### src/radio_synced_calendar_clock_top_assert.svh
// Assertion macros shared by the calendar clock RTL.
`ifndef RADIO_SYNCED_CALENDAR_CLOCK_TOP_ASSERT_SVH
`define RADIO_SYNCED_CALENDAR_CLOCK_TOP_ASSERT_SVH

// Check a consequent in the same cycle as its antecedent.
`define RSCC_ASSERT_NOW(label, ante, cons) \
  label: assert property (@(posedge clk_i) disable iff (!rst_ni) (ante) |-> (cons)) \
    else $error("calendar clock assertion failed");

// Check a consequent in the cycle after its antecedent.
`define RSCC_ASSERT_NEXT(label, ante, cons) \
  label: assert property (@(posedge clk_i) disable iff (!rst_ni) (ante) |=> (cons)) \
    else $error("calendar clock assertion failed");

`endif

### src/rscc_pkg.sv
// Types, constants and calendar helper functions for the calendar clock.
`timescale 1ns / 1ps

package rscc_pkg;

  // Field widths
  localparam int unsigned YEAR_W    = 14;
  localparam int unsigned MONTH_W   = 4;
  localparam int unsigned DAY_W     = 5;
  localparam int unsigned WEEKDAY_W = 3;
  localparam int unsigned HOUR_W    = 5;
  localparam int unsigned MINUTE_W  = 6;
  localparam int unsigned SECOND_W  = 6;
  localparam int unsigned DRIFT_W   = 16;
  localparam int unsigned LEVEL_W   = 3;

  // Parameter defaults
  localparam int unsigned CRYSTAL_HZ_DEFAULT    = 32768;
  localparam int unsigned TOLERANCE_PPM_DEFAULT = 20;
  localparam int unsigned MICROS_PER_SECOND     = 1000000;

  // Function codes
  localparam logic FUNC_TICK = 1'b0;
  localparam logic FUNC_SYNC = 1'b1;

  // Drift levels
  localparam logic [LEVEL_W-1:0] DRIFT_LVL_FINE  = 3'd0;
  localparam logic [LEVEL_W-1:0] DRIFT_LVL_10MS  = 3'd1;
  localparam logic [LEVEL_W-1:0] DRIFT_LVL_50MS  = 3'd2;
  localparam logic [LEVEL_W-1:0] DRIFT_LVL_100MS = 3'd3;
  localparam logic [LEVEL_W-1:0] DRIFT_LVL_1S    = 3'd4;

  // Calendar limits; all but MINUTE_LEN_STD and DRIFT_MAX are one bit wider than the counters they compare against
  localparam logic [SECOND_W-1:0] MINUTE_LEN_STD   = 6'd60;
  localparam logic [MINUTE_W:0]   MINUTES_PER_HOUR = 7'd60;
  localparam logic [HOUR_W:0]     HOURS_PER_DAY    = 6'd24;
  localparam logic [MONTH_W:0]    MONTHS_PER_YEAR  = 5'd12;
  localparam logic [WEEKDAY_W:0]  DAYS_PER_WEEK    = 4'd7;
  localparam logic [DRIFT_W-1:0]  DRIFT_MAX        = 16'hFFFF;

  // Reset date
  localparam logic [YEAR_W-1:0] YEAR_RESET = 14'd2000;

  // Month codes
  localparam logic [MONTH_W-1:0] MONTH_JAN = 4'd0;
  localparam logic [MONTH_W-1:0] MONTH_FEB = 4'd1;
  localparam logic [MONTH_W-1:0] MONTH_MAR = 4'd2;
  localparam logic [MONTH_W-1:0] MONTH_APR = 4'd3;
  localparam logic [MONTH_W-1:0] MONTH_MAY = 4'd4;
  localparam logic [MONTH_W-1:0] MONTH_JUN = 4'd5;
  localparam logic [MONTH_W-1:0] MONTH_JUL = 4'd6;
  localparam logic [MONTH_W-1:0] MONTH_AUG = 4'd7;
  localparam logic [MONTH_W-1:0] MONTH_SEP = 4'd8;
  localparam logic [MONTH_W-1:0] MONTH_OCT = 4'd9;
  localparam logic [MONTH_W-1:0] MONTH_NOV = 4'd10;
  localparam logic [MONTH_W-1:0] MONTH_DEC = 4'd11;

  // Reciprocal of 100 for 14-bit years: ceil(2^19 / 100)
  localparam int unsigned      DIV100_SHIFT = 19;
  localparam logic [12:0]      DIV100_MUL   = 13'd5243;

  // One input transaction as held in the input register
  typedef struct packed {
    logic                  func;
    logic [YEAR_W-1:0]     year;
    logic [MONTH_W-1:0]    month;
    logic [DAY_W-1:0]      day;
    logic [WEEKDAY_W-1:0]  weekday;
    logic [HOUR_W-1:0]     hour;
    logic [MINUTE_W-1:0]   minute;
    logic [SECOND_W-1:0]   second;
    logic [SECOND_W-1:0]   minute_length;
    logic                  summer_time;
  } sync_t;

  // Gregorian leap rule; divisibility by 100 from the low product bits
  function automatic logic leap_of(input logic [YEAR_W-1:0] y);
    logic [26:0] prod;
    logic [7:0]  quot;
    logic        div100;
    prod   = 27'(y) * 27'(DIV100_MUL);
    quot   = prod[26:DIV100_SHIFT];
    div100 = (prod[DIV100_SHIFT-1:0] < 19'(DIV100_MUL));
    if (div100) begin
      return (quot[1:0] == 2'b00);
    end
    return (y[1:0] == 2'b00);
  endfunction

  // Days in a month; codes past December read as 31
  function automatic logic [DAY_W-1:0] month_len(input logic [MONTH_W-1:0] m,
                                                 input logic leap);
    logic [DAY_W-1:0] len;
    unique case (m)
      MONTH_FEB: len = leap ? 5'd29 : 5'd28;
      MONTH_APR, MONTH_JUN, MONTH_SEP, MONTH_NOV: len = 5'd30;
      MONTH_JAN, MONTH_MAR, MONTH_MAY, MONTH_JUL,
      MONTH_AUG, MONTH_OCT, MONTH_DEC: len = 5'd31;
      default: len = 5'd31;
    endcase
    return len;
  endfunction

endpackage

### src/radio_synced_calendar_clock_top.sv
// Calendar clock top level: input register, single-pass update, result register.
`timescale 1ns / 1ps

// Calendar clock fed with half-second ticks and sync transactions. One transaction is
// accepted per clock, back to back, while the output is not stalled; its result
// passes the input register and the combinational calendar update into the result
// register. A stalled output holds the result while one further transaction
// waits in the input register. Every second tick advances the second; carries run
// through minute, hour, day, month and year with the Gregorian leap rule. A sync
// transaction loads time and date and clears the half phase and drift estimate. The
// drift estimate grows by TOLERANCE_PPM every 1000000/(CRYSTAL_HZ/2) ticks (61 at the
// default crystal), saturates at 0xffff and is graded against CRYSTAL_HZ/100, /20,
// /10 and /1. Reset date is 2000-01-01 00:00:00 with weekday code 0.
module radio_synced_calendar_clock_top
  import rscc_pkg::*;
#(
  parameter int unsigned CRYSTAL_HZ    = CRYSTAL_HZ_DEFAULT,
  parameter int unsigned TOLERANCE_PPM = TOLERANCE_PPM_DEFAULT
) (
  input  logic                 clk_i,
  input  logic                 rst_ni,
  input  logic                 in_valid_i,
  output logic                 in_ready_o,
  input  logic                 func_i,
  input  logic [YEAR_W-1:0]    sync_year_i,
  input  logic [MONTH_W-1:0]   sync_month_i,
  input  logic [DAY_W-1:0]     sync_day_i,
  input  logic [WEEKDAY_W-1:0] sync_weekday_i,
  input  logic [HOUR_W-1:0]    sync_hour_i,
  input  logic [MINUTE_W-1:0]  sync_minute_i,
  input  logic [SECOND_W-1:0]  sync_second_i,
  input  logic [SECOND_W-1:0]  sync_minute_length_i,
  input  logic                 sync_summer_time_i,
  output logic                 out_valid_o,
  input  logic                 out_ready_i,
  output logic [HOUR_W-1:0]    hour_o,
  output logic [MINUTE_W-1:0]  minute_o,
  output logic [SECOND_W-1:0]  second_o,
  output logic [DAY_W-1:0]     day_o,
  output logic [MONTH_W-1:0]   month_o,
  output logic [YEAR_W-1:0]    year_o,
  output logic [WEEKDAY_W-1:0] weekday_o,
  output logic                 summer_time_o,
  output logic [LEVEL_W-1:0]   drift_level_o,
  output logic                 minute_marker_o,
  output logic                 second_phase_o
);

`include "radio_synced_calendar_clock_top_assert.svh"

  localparam int unsigned DRIFT_PERIOD = MICROS_PER_SECOND / (CRYSTAL_HZ / 2);
  localparam int unsigned TICK_W       = $clog2(DRIFT_PERIOD);
  localparam logic [TICK_W:0]    PERIOD_LIM = (TICK_W + 1)'(DRIFT_PERIOD);
  localparam logic [DRIFT_W:0]   TOL_INC    = (DRIFT_W + 1)'(TOLERANCE_PPM);
  localparam logic [DRIFT_W:0]   THR_1S     = (DRIFT_W + 1)'(CRYSTAL_HZ);
  localparam logic [DRIFT_W:0]   THR_100MS  = (DRIFT_W + 1)'(CRYSTAL_HZ / 10);
  localparam logic [DRIFT_W:0]   THR_50MS   = (DRIFT_W + 1)'(CRYSTAL_HZ / 20);
  localparam logic [DRIFT_W:0]   THR_10MS   = (DRIFT_W + 1)'(CRYSTAL_HZ / 100);

  // Handshake and pipeline control
  logic  in_valid_q, in_valid_d;
  logic  out_valid_q, out_valid_d;
  logic  advance, fire;
  sync_t in_q;

  // Calendar state
  logic [HOUR_W-1:0]    hour_q, hour_d;
  logic [MINUTE_W-1:0]  minute_q, minute_d;
  logic [SECOND_W-1:0]  second_q, second_d;
  logic [DAY_W-1:0]     day_q, day_d;
  logic [MONTH_W-1:0]   month_q, month_d;
  logic [YEAR_W-1:0]    year_q, year_d;
  logic [WEEKDAY_W-1:0] weekday_q, weekday_d;
  logic                 dst_q, dst_d;
  logic                 leap_q, leap_d;
  logic [DAY_W-1:0]     month_len_q, month_len_d;
  logic [SECOND_W-1:0]  minute_len_q, minute_len_d;
  logic                 half_phase_q, half_phase_d;
  logic [TICK_W-1:0]    tick_cnt_q, tick_cnt_d;
  logic [DRIFT_W-1:0]   drift_q, drift_d;
  logic                 marker_q, marker_d;
  logic                 phase_q, phase_d;

  // Incremented values, one bit wider for the carry compare
  logic [SECOND_W:0]    second_inc;
  logic [MINUTE_W:0]    minute_inc;
  logic [HOUR_W:0]      hour_inc;
  logic [DAY_W:0]       day_inc;
  logic [MONTH_W:0]     month_inc;
  logic [WEEKDAY_W:0]   weekday_inc;
  logic [TICK_W:0]      tick_inc;
  logic [DRIFT_W:0]     drift_sum;
  logic [DRIFT_W:0]     drift_ext;

  // Move a transaction on when the result slot is free or being emptied
  assign advance    = !out_valid_q || out_ready_i;
  assign fire       = in_valid_q && advance;
  assign in_ready_o = !in_valid_q || advance;

  always_comb begin
    in_valid_d = in_valid_q;
    if (in_valid_i && in_ready_o) begin
      in_valid_d = 1'b1;
    end else if (fire) begin
      in_valid_d = 1'b0;
    end
  end

  always_comb begin
    out_valid_d = out_valid_q;
    if (fire) begin
      out_valid_d = 1'b1;
    end else if (out_ready_i) begin
      out_valid_d = 1'b0;
    end
  end

  // Capture the input transaction
  always_ff @(posedge clk_i) begin
    if (in_valid_i && in_ready_o) begin
      in_q <= '{func:          func_i,
                year:          sync_year_i,
                month:         sync_month_i,
                day:           sync_day_i,
                weekday:       sync_weekday_i,
                hour:          sync_hour_i,
                minute:        sync_minute_i,
                second:        sync_second_i,
                minute_length: sync_minute_length_i,
                summer_time:   sync_summer_time_i};
    end
  end

  assign second_inc  = {1'b0, second_q} + 1'b1;
  assign minute_inc  = {1'b0, minute_q} + 1'b1;
  assign hour_inc    = {1'b0, hour_q} + 1'b1;
  assign day_inc     = {1'b0, day_q} + 1'b1;
  assign month_inc   = {1'b0, month_q} + 1'b1;
  assign weekday_inc = {1'b0, weekday_q} + 1'b1;
  assign tick_inc    = {1'b0, tick_cnt_q} + 1'b1;
  assign drift_sum   = {1'b0, drift_q} + TOL_INC;

  // Calendar update: sync load or one tick with the carry chain
  always_comb begin
    hour_d       = hour_q;
    minute_d     = minute_q;
    second_d     = second_q;
    day_d        = day_q;
    month_d      = month_q;
    year_d       = year_q;
    weekday_d    = weekday_q;
    dst_d        = dst_q;
    leap_d       = leap_q;
    month_len_d  = month_len_q;
    minute_len_d = minute_len_q;
    half_phase_d = half_phase_q;
    tick_cnt_d   = tick_cnt_q;
    drift_d      = drift_q;
    marker_d     = marker_q;
    phase_d      = phase_q;
    if (fire) begin
      marker_d = 1'b0;
      phase_d  = 1'b0;
      if (in_q.func == FUNC_SYNC) begin
        year_d       = in_q.year;
        month_d      = in_q.month;
        day_d        = in_q.day;
        weekday_d    = in_q.weekday;
        hour_d       = in_q.hour;
        minute_d     = in_q.minute;
        second_d     = in_q.second;
        minute_len_d = in_q.minute_length;
        dst_d        = in_q.summer_time;
        leap_d       = leap_of(in_q.year);
        month_len_d  = month_len(in_q.month, leap_d);
        half_phase_d = 1'b0;
        tick_cnt_d   = '0;
        drift_d      = '0;
      end else begin
        // Grow the drift estimate once per drift period, saturating
        if (tick_inc >= PERIOD_LIM) begin
          tick_cnt_d = '0;
          drift_d    = drift_sum[DRIFT_W] ? DRIFT_MAX : drift_sum[DRIFT_W-1:0];
        end else begin
          tick_cnt_d = tick_inc[TICK_W-1:0];
        end
        if (half_phase_q) begin
          half_phase_d = 1'b0;
        end else begin
          half_phase_d = 1'b1;
          phase_d      = 1'b1;
          if (second_inc >= {1'b0, minute_len_q}) begin
            second_d     = '0;
            minute_len_d = MINUTE_LEN_STD;
            marker_d     = 1'b1;
            if (minute_inc >= MINUTES_PER_HOUR) begin
              minute_d = '0;
              if (hour_inc >= HOURS_PER_DAY) begin
                hour_d = '0;
                if (day_inc >= {1'b0, month_len_q}) begin
                  day_d = '0;
                  if (month_inc >= MONTHS_PER_YEAR) begin
                    month_d = '0;
                    year_d  = year_q + 1'b1;
                    leap_d  = leap_of(year_d);
                  end else begin
                    month_d = month_inc[MONTH_W-1:0];
                  end
                  month_len_d = month_len(month_d, leap_d);
                end else begin
                  day_d = day_inc[DAY_W-1:0];
                end
                weekday_d = (weekday_inc >= DAYS_PER_WEEK) ? '0
                                                           : weekday_inc[WEEKDAY_W-1:0];
              end else begin
                hour_d = hour_inc[HOUR_W-1:0];
              end
            end else begin
              minute_d = minute_inc[MINUTE_W-1:0];
            end
          end else begin
            second_d = second_inc[SECOND_W-1:0];
          end
        end
      end
    end
  end

  // Control and calendar registers
  always_ff @(posedge clk_i or negedge rst_ni) begin
    if (!rst_ni) begin
      in_valid_q   <= 1'b0;
      out_valid_q  <= 1'b0;
      hour_q       <= '0;
      minute_q     <= '0;
      second_q     <= '0;
      day_q        <= '0;
      month_q      <= MONTH_JAN;
      year_q       <= YEAR_RESET;
      weekday_q    <= '0;
      dst_q        <= 1'b0;
      leap_q       <= 1'b1;
      month_len_q  <= month_len(MONTH_JAN, 1'b1);
      minute_len_q <= MINUTE_LEN_STD;
      half_phase_q <= 1'b0;
      tick_cnt_q   <= '0;
      drift_q      <= '0;
      marker_q     <= 1'b0;
      phase_q      <= 1'b0;
    end else begin
      in_valid_q   <= in_valid_d;
      out_valid_q  <= out_valid_d;
      hour_q       <= hour_d;
      minute_q     <= minute_d;
      second_q     <= second_d;
      day_q        <= day_d;
      month_q      <= month_d;
      year_q       <= year_d;
      weekday_q    <= weekday_d;
      dst_q        <= dst_d;
      leap_q       <= leap_d;
      month_len_q  <= month_len_d;
      minute_len_q <= minute_len_d;
      half_phase_q <= half_phase_d;
      tick_cnt_q   <= tick_cnt_d;
      drift_q      <= drift_d;
      marker_q     <= marker_d;
      phase_q      <= phase_d;
    end
  end

  // Grade the drift estimate
  assign drift_ext = {1'b0, drift_q};
  always_comb begin
    priority if (drift_ext >= THR_1S) begin
      drift_level_o = DRIFT_LVL_1S;
    end else if (drift_ext >= THR_100MS) begin
      drift_level_o = DRIFT_LVL_100MS;
    end else if (drift_ext >= THR_50MS) begin
      drift_level_o = DRIFT_LVL_50MS;
    end else if (drift_ext >= THR_10MS) begin
      drift_level_o = DRIFT_LVL_10MS;
    end else begin
      drift_level_o = DRIFT_LVL_FINE;
    end
  end

  // State only changes when a result is loaded, so it is the result
  assign out_valid_o     = out_valid_q;
  assign hour_o          = hour_q;
  assign minute_o        = minute_q;
  assign second_o        = second_q;
  assign day_o           = day_q;
  assign month_o         = month_q;
  assign year_o          = year_q;
  assign weekday_o       = weekday_q;
  assign summer_time_o   = dst_q;
  assign minute_marker_o = marker_q;
  assign second_phase_o  = phase_q;

  `RSCC_ASSERT_NOW(a_marker_at_zero, out_valid_o && minute_marker_o,
                   second_phase_o && (second_o == '0))
  `RSCC_ASSERT_NOW(a_stall_means_full, !in_ready_o, in_valid_q && out_valid_q)
  `RSCC_ASSERT_NEXT(a_phase_toggles, fire && (in_q.func == FUNC_TICK),
                    half_phase_q != $past(half_phase_q))
  `RSCC_ASSERT_NOW(a_drift_grows, fire && (in_q.func == FUNC_TICK), drift_d >= drift_q)

endmodule

### config.mk
export PLATFORM = sky130hd
export DESIGN_NAME = radio_synced_calendar_clock_top
export DESIGN_NICKNAME = d
export VERILOG_FILES = /design/src/rscc_pkg.sv /design/src/radio_synced_calendar_clock_top.sv
export VERILOG_INCLUDE_DIRS = /design/src /design/src/src
export SDC_FILE = /design/constraint.sdc
export NUM_CORES = 1
export LEC_CHECK = 0
export BUFFER_PORTS_ARGS = -buffer_cell sky130_fd_sc_hd__buf_2
export CAP_MARGIN = 10
export CORE_MARGIN = 2
export CORE_UTILIZATION = 40
export DETAILED_ROUTE_END_ITERATION = 16
export GPL_TIMING_DRIVEN = 0
export PLACE_DENSITY = 0.57
export SKIP_LAST_GASP = 1
export SYNTH_ARGS = -nofsm -noshare
export SYNTH_HDL_FRONTEND = slang
export SYNTH_SLANG_ARGS = --single-unit
export TNS_END_PERCENT = 50
### constraint.sdc
create_clock -name clk_i -period 14 [get_ports clk_i]
set_input_delay 2.1 -clock clk_i [delete_from_list [all_inputs] [get_ports clk_i]]
set_output_delay 2.1 -clock clk_i [all_outputs]
set_load 0.05 [all_outputs]
* Yosys cells after proc, flatten, opt, wreduce, memory -nomap -nowiden
Cells that the tools add are included.
** Storage, ports and cells
- Flip-flop bits (word level) :: 133
** Operators by class
- Equality and inequality tests :: 11
- $mul :: 2
- Reductions and logical operators :: 28
- Order comparisons :: 13
- Add/subtract/negate cells :: 9
- Muxes and demuxes :: 108
** Operators by type and width (number)
- $mux 14 :: 7
- $mux 5 :: 17
- $mux 6 :: 12
- $mux 4 :: 14
- $mux 16 :: 3
- $mux 1 :: 44
- $mul 14x13->21 const B :: 2
- $lt 19x13->1 const B :: 2
- $add 6x1->7 const B :: 3
- $mux 3 :: 7
- $add 16x5->17 const B :: 1
- $eq 4x4->1 const B :: 4
- $ge 16x11->1 const B :: 1
- $ge 16x12->1 const B :: 1
- $ge 16x16->1 const B :: 1
- $ge 16x9->1 const B :: 1
- $reduce_bool 2->1 :: 8
- $add 14x1->14 const B :: 1
- $ge 7x6->1 const B :: 2
- $add 5x1->6 const B :: 2
- $eq 4x1->1 const B :: 2
- $eq 4x2->1 const B :: 2
- $eq 4x3->1 const B :: 2
- $logic_not 2->1 :: 4
- 20 further kinds :: 28

* Logic depth before layout (Yosys ltp)
- Depth after elaboration :: 29
- Mapped depth :: 29
- Depth with buffers taken out :: 27

* Worst setup path after synthesis
OpenSTA, ideal clock, no wires.
- Path type :: register to register
- From :: register year_q[0] (netlist: year_o[0])
- To :: register leap_q
- Required time :: 13.939 ns
- Arrival time :: 6.804 ns
- Stages on the path, launching flop included :: 26
- Path slack :: 7.136 ns
- Path buffers :: 0
- Period minus slack after synthesis :: 6.864 ns
- Cell sequence :: dfrtp_1 ha_1 nand3_1 nor2_1 nand3_1 nor2_1 xnor2_1 inv_1 ha_1 inv_1 fa_1 inv_1 fa_1 inv_1 fa_1 fa_1 inv_1 ha_1 nor3b_1 a2bb2oi_1 a31oi_2 and3b_1 a2111oi_2 nand2_1 o311ai_0 o211a_1
** On the way
- Cells in the longest elaborated chain, start to end :: 27
- Elaborated cells on any way between the ends :: 30
- Those cells by class :: add/sub: 1; mul: 1; order compare: 1; mux: 25; reduce/logical: 2
** Ends and longest elaborated chain
- start: declaration :: RTL line radio_synced_calendar_clock_top.sv:72 : logic [YEAR_W-1:0] year_q, year_d;
- start signal: assignment :: RTL line radio_synced_calendar_clock_top.sv:258 : year_q <= year_d;
- $add 14x1->14 (*) :: RTL line radio_synced_calendar_clock_top.sv:204 : year_d = year_q + 1'b1;
- $mul 14x13->21 :: RTL line rscc_pkg.sv:81 : prod = 27'(y) * 27'(DIV100_MUL);
- $lt 19x13->1 :: RTL line rscc_pkg.sv:83 : div100 = (prod[DIV100_SHIFT-1:0] < 19'(DIV100_MUL));
- $mux 1 :: RTL line rscc_pkg.sv:84 : if (div100) begin
- $mux 1 :: RTL line radio_synced_calendar_clock_top.sv:202 : if (month_inc >= MONTHS_PER_YEAR) begin
- $mux 1 :: RTL line radio_synced_calendar_clock_top.sv:200 : if (day_inc >= {1'b0, month_len_q}) begin
- $mux 1 :: RTL line radio_synced_calendar_clock_top.sv:198 : if (hour_inc >= HOURS_PER_DAY) begin
- $mux 1 :: RTL line radio_synced_calendar_clock_top.sv:196 : if (minute_inc >= MINUTES_PER_HOUR) begin
- [... 11 more ...]
- $mux 1 (*) :: RTL line radio_synced_calendar_clock_top.sv:164 : if (in_q.func == FUNC_SYNC) begin
- $mux 1 (*) :: RTL line radio_synced_calendar_clock_top.sv:161 : if (fire) begin
- $mux 1 (*) :: RTL line radio_synced_calendar_clock_top.sv:200
- $mux 1 (*) :: RTL line radio_synced_calendar_clock_top.sv:198
- $mux 1 (*) :: RTL line radio_synced_calendar_clock_top.sv:196
- $mux 1 (*) :: RTL line radio_synced_calendar_clock_top.sv:192 : if (second_inc >= {1'b0, minute_len_q}) begin
- $mux 1 (*) :: RTL line radio_synced_calendar_clock_top.sv:187 : if (half_phase_q) begin
- $mux 1 (*) :: RTL line radio_synced_calendar_clock_top.sv:164
- end signal: assignment :: RTL line radio_synced_calendar_clock_top.sv:261 : leap_q <= leap_d;
- end: declaration :: RTL line radio_synced_calendar_clock_top.sv:75 : logic leap_q, leap_d;
Mark *: on every way between the ends. The rest lies on a longest branch, timed or not. The select of a mux whose other input is x is not followed.
A chain may end at the register's enable or synchronous reset.

* Final worst setup path
Same ends and word-level chain as after synthesis.

==> out/metrics.cfg <==
[routing]
top_layer_used = met4
finalWirelength_um = 31900
drt-met1-wl_um = 14900
antenna_left = 0
remaining_drc_errors = 0
drtIter0Drc = 465
drt_pass1_iterations = 5
wl_per_cell_um = 16.0
met2_length_um = 15500
wl_met3_um = 912
viasPerCell = 5.11
vias = 10200

[worst_setup_path]
cp.buffers_inverters = 5
crit_path_start_kind = flip-flop
crit_arrival_ns = 8.28
crit_type = flip-flop to flip-flop
end_kind = flip-flop
critPathMaxStageDelay_ns = 0.55
r2r-end = leap_q
worst_path_dominant_cell_family = adder cells
crit_path_frequent_cell = inv_1
cp_slowest_cell = o311ai_0
reg2reg_depth = 26
path_depth = 26
crit_path_max_fanout = 8
cp.required_ns = 14.37
crit_start = year_o[0]
r2r_setup_slack_ns = 6.09
rr_startpoint = year_o[0]
cp-endpoint = leap_q

[status]
outcome = completed

[global_routing]
grt_pass1_vias = 10600
antenna_found_initial = 0
grt_max_degree = 67
grt_usage = 0.192
grt_pass1_wl_um = 54100
gr-total-overflow = 0

[yosys]
yosysUniqueCellTypes = 78
ys_seq_elements = 129
synth_area_leaders = fa_1, ha_1, dfrtp_1, edfxtp_1, inv_1
netlist_area_um2 = 13300
syn_nets = 1759
synthArstFlopShare = 0.605
seq_area_frac_synth = 0.263
syn_inst = 1414
synth.avg_cell_area_um2 = 9.42
yosys_most_used_dff = dfrtp_1
yosysTopAreaCellShare = 0.171
ys_warn_count = 0
synth_top_area_cell = fa_1
synth_edf_count = 51

[timing]
rsz0062_at_grt = no
fin_tns_setup_ns = 0
max_freq_ghz = 0.126
skew_ns = 0.00935
finalCriticalPeriod_ns = 7.91
setup_viol = 0
worst_pin_slew_ns = 0.849
fin_crit_sh = 0.565
relSlewSlack = 0.434
hold_viol_final = 0
slew_viol_final = 0

[die]
io_pins = 106
die_area_um2 = 34800
die_w_um = 187
start_util = 0.407
core-area_um2 = 32700
fp-row-count = 66
die_h_um = 187

[placed_design]
portBuffers = 105
dp.cells = 1963
gp_congestion = 0.823
placed_area_um2 = 14500
dp_hpwl_um = 25500

[clock_network]
insertion_delay_ns = 0.43
cts_tree = built
cts_buffers = 17
h-tree-depth = 4
cts_buffer_depth = 2
cts_resized = 0
hold_buffers = 0
cts.clk_slew.worst_paths_ns = 0.06
cts_sinks = 129
cts_root_buf = clkbuf_16
postCtsSetupRepairBufs = 0

[finish]
area_growth_pct = 12.9
stdcell_area_um2 = 15000
instances_no_fill = 1995
drive_gt1_frac = 0.113
diodes = 0
nets = 1885
nFillCells = 3207

[hold_path]
min_path_cells = 2
hold_path.class = flip-flop to flip-flop

[flow_run]
drv_cap = 0

[logic make-up (layout without fill, tap and decap cells)]
group / count (synthesis) / count (layout) / share of synthesized area
AO/OA/AOI/OAI: 313 / 313 / 0.152
XOR/XNOR: 68 / 68 / 0.0447
adder cells (fa/ha/maj): 291 / 291 / 0.337
buffers and inverters: 301 / 440 / 0.0853
flip-flops: 129 / 129 / 0.263
multiplexers: 9 / 9 / 0.00732
AND/OR/NAND/NOR: 303 / 303 / 0.111
[sequential cells by signal, summed over array words and instances (netlist names), 2 cells and up]
register and count:
minute_o 6, year_o 14, in_q 51, weekday_o 3
day_o 5, tick_cnt_q 6, month_len_q 2, minute_len_q 6
month_o 4, second_o 6, hour_o 5, drift_q 15
[cells in the final DEF, fill, tap and decap left out, drive strengths merged, types with 8 or more instances in the layout]
cell    instances
a21o           18
a21oi          86
a221o           8
a311oi         10
a31oi          14
and3           15
buf           114
clkbuf         53
dfrtp          65
dfstp          13
edfxtp         51
fa            114
ha            176
inv           266
nand2          75
nand2b         13
nand3          33
nor2           83
nor3           31
o211ai          9
o21ai          89
o31ai           8
xnor2          49
xor2           19
[worst min path at each step]
| stage | start | to | slack, ns |
|---|---|---|---|
| finish | in_q[0] | summer_time_o | 0.44 |
| global route | in_q[0] | summer_time_o | 0.47 |
| detailed placement | in_q[0] | summer_time_o | 0.42 |
| floorplan | in_q[0] | summer_time_o | 0.41 |
| global placement | in_q[0] | summer_time_o | 0.42 |
| CTS | in_q[0] | summer_time_o | 0.44 |
[worst register-to-register path, cell delays in order, from the launching register on]
cell and delay [ns]:
dfrtp_1 0.49, ha_1 0.35, nand3_1 0.15, nor2_1 0.33
nand3_1 0.23, nor2_1 0.35, nand3_1 0.15, xor2_1 0.44
inv_1 0.29, ha_1 0.35, inv_1 0.05, fa_1 0.38
inv_1 0.08, fa_1 0.42, fa_1 0.49, inv_1 0.05
fa_1 0.52, inv_1 0.04, ha_1 0.36, a21oi_1 0.27
nand2b_1 0.16, a311oi_1 0.31, o21ai_0 0.22, nand4_1 0.13
or3b_2 0.44, o311ai_0 0.55, o211a_1 0.24
[area by class of cell]
class	instances	area, um2	area share
Timing Repair Buffer	107	576	0.0383
Inverter	264	991	0.0659
Clock buffer	23	520	0.0346
Buffer	37	145	0.00965
Multi-Input combinational cell	984	8690	0.578
Clock inverter	9	65.1	0.00433
Sequential cell	129	3500	0.233
Tap cell	442	553	0.0368
[cells in the mapped netlist, drive strengths merged (6+ instances only)]
cell and number:
o21a 6, mux2i 6, a211o 7, nor2b 7
and2 7, xnor2 49, xor2 19, nand3 33
and3 15, o21bai 7, a31oi 14, fa 114
buf 7, inv 262, a22oi 6, nor4 7
o31ai 8, edfxtp 51, nor2 83, nor3 31
o211ai 9, nor3b 6, clkbuf 30, o21ai 89
ha 176, nand2 75, a221o 8, dfstp 13
or2 7, a21oi 86, nand2b 13, a311oi 10
dfrtp 65, a21o 18
[through the flow]
step / hold slack, ns / setup slack [ns] / util
final: 0.437 / 6.09 / 0.460
after global routing: 0.467 / 5.48 / 0.460
after CTS: 0.435 / 6.07 / 0.460
after detailed placement: 0.422 / 6.10 / 0.442
after global placement: 0.424 / 6.17 / 0.440
after floorplan: 0.415 / 7.14 / -
[routing by layer]
layer / global-route usage / vias up
met5: 0 / -
met2: 0.328 / 170
li1: - / 5065
met1: 0.256 / 4919
met4: 0.0528 / 0
met3: 0.0248 / 32
Power is left out: the tool's default activity adds up to more than one toggle a clock period on the data nets, which glitch-free logic cannot reach.
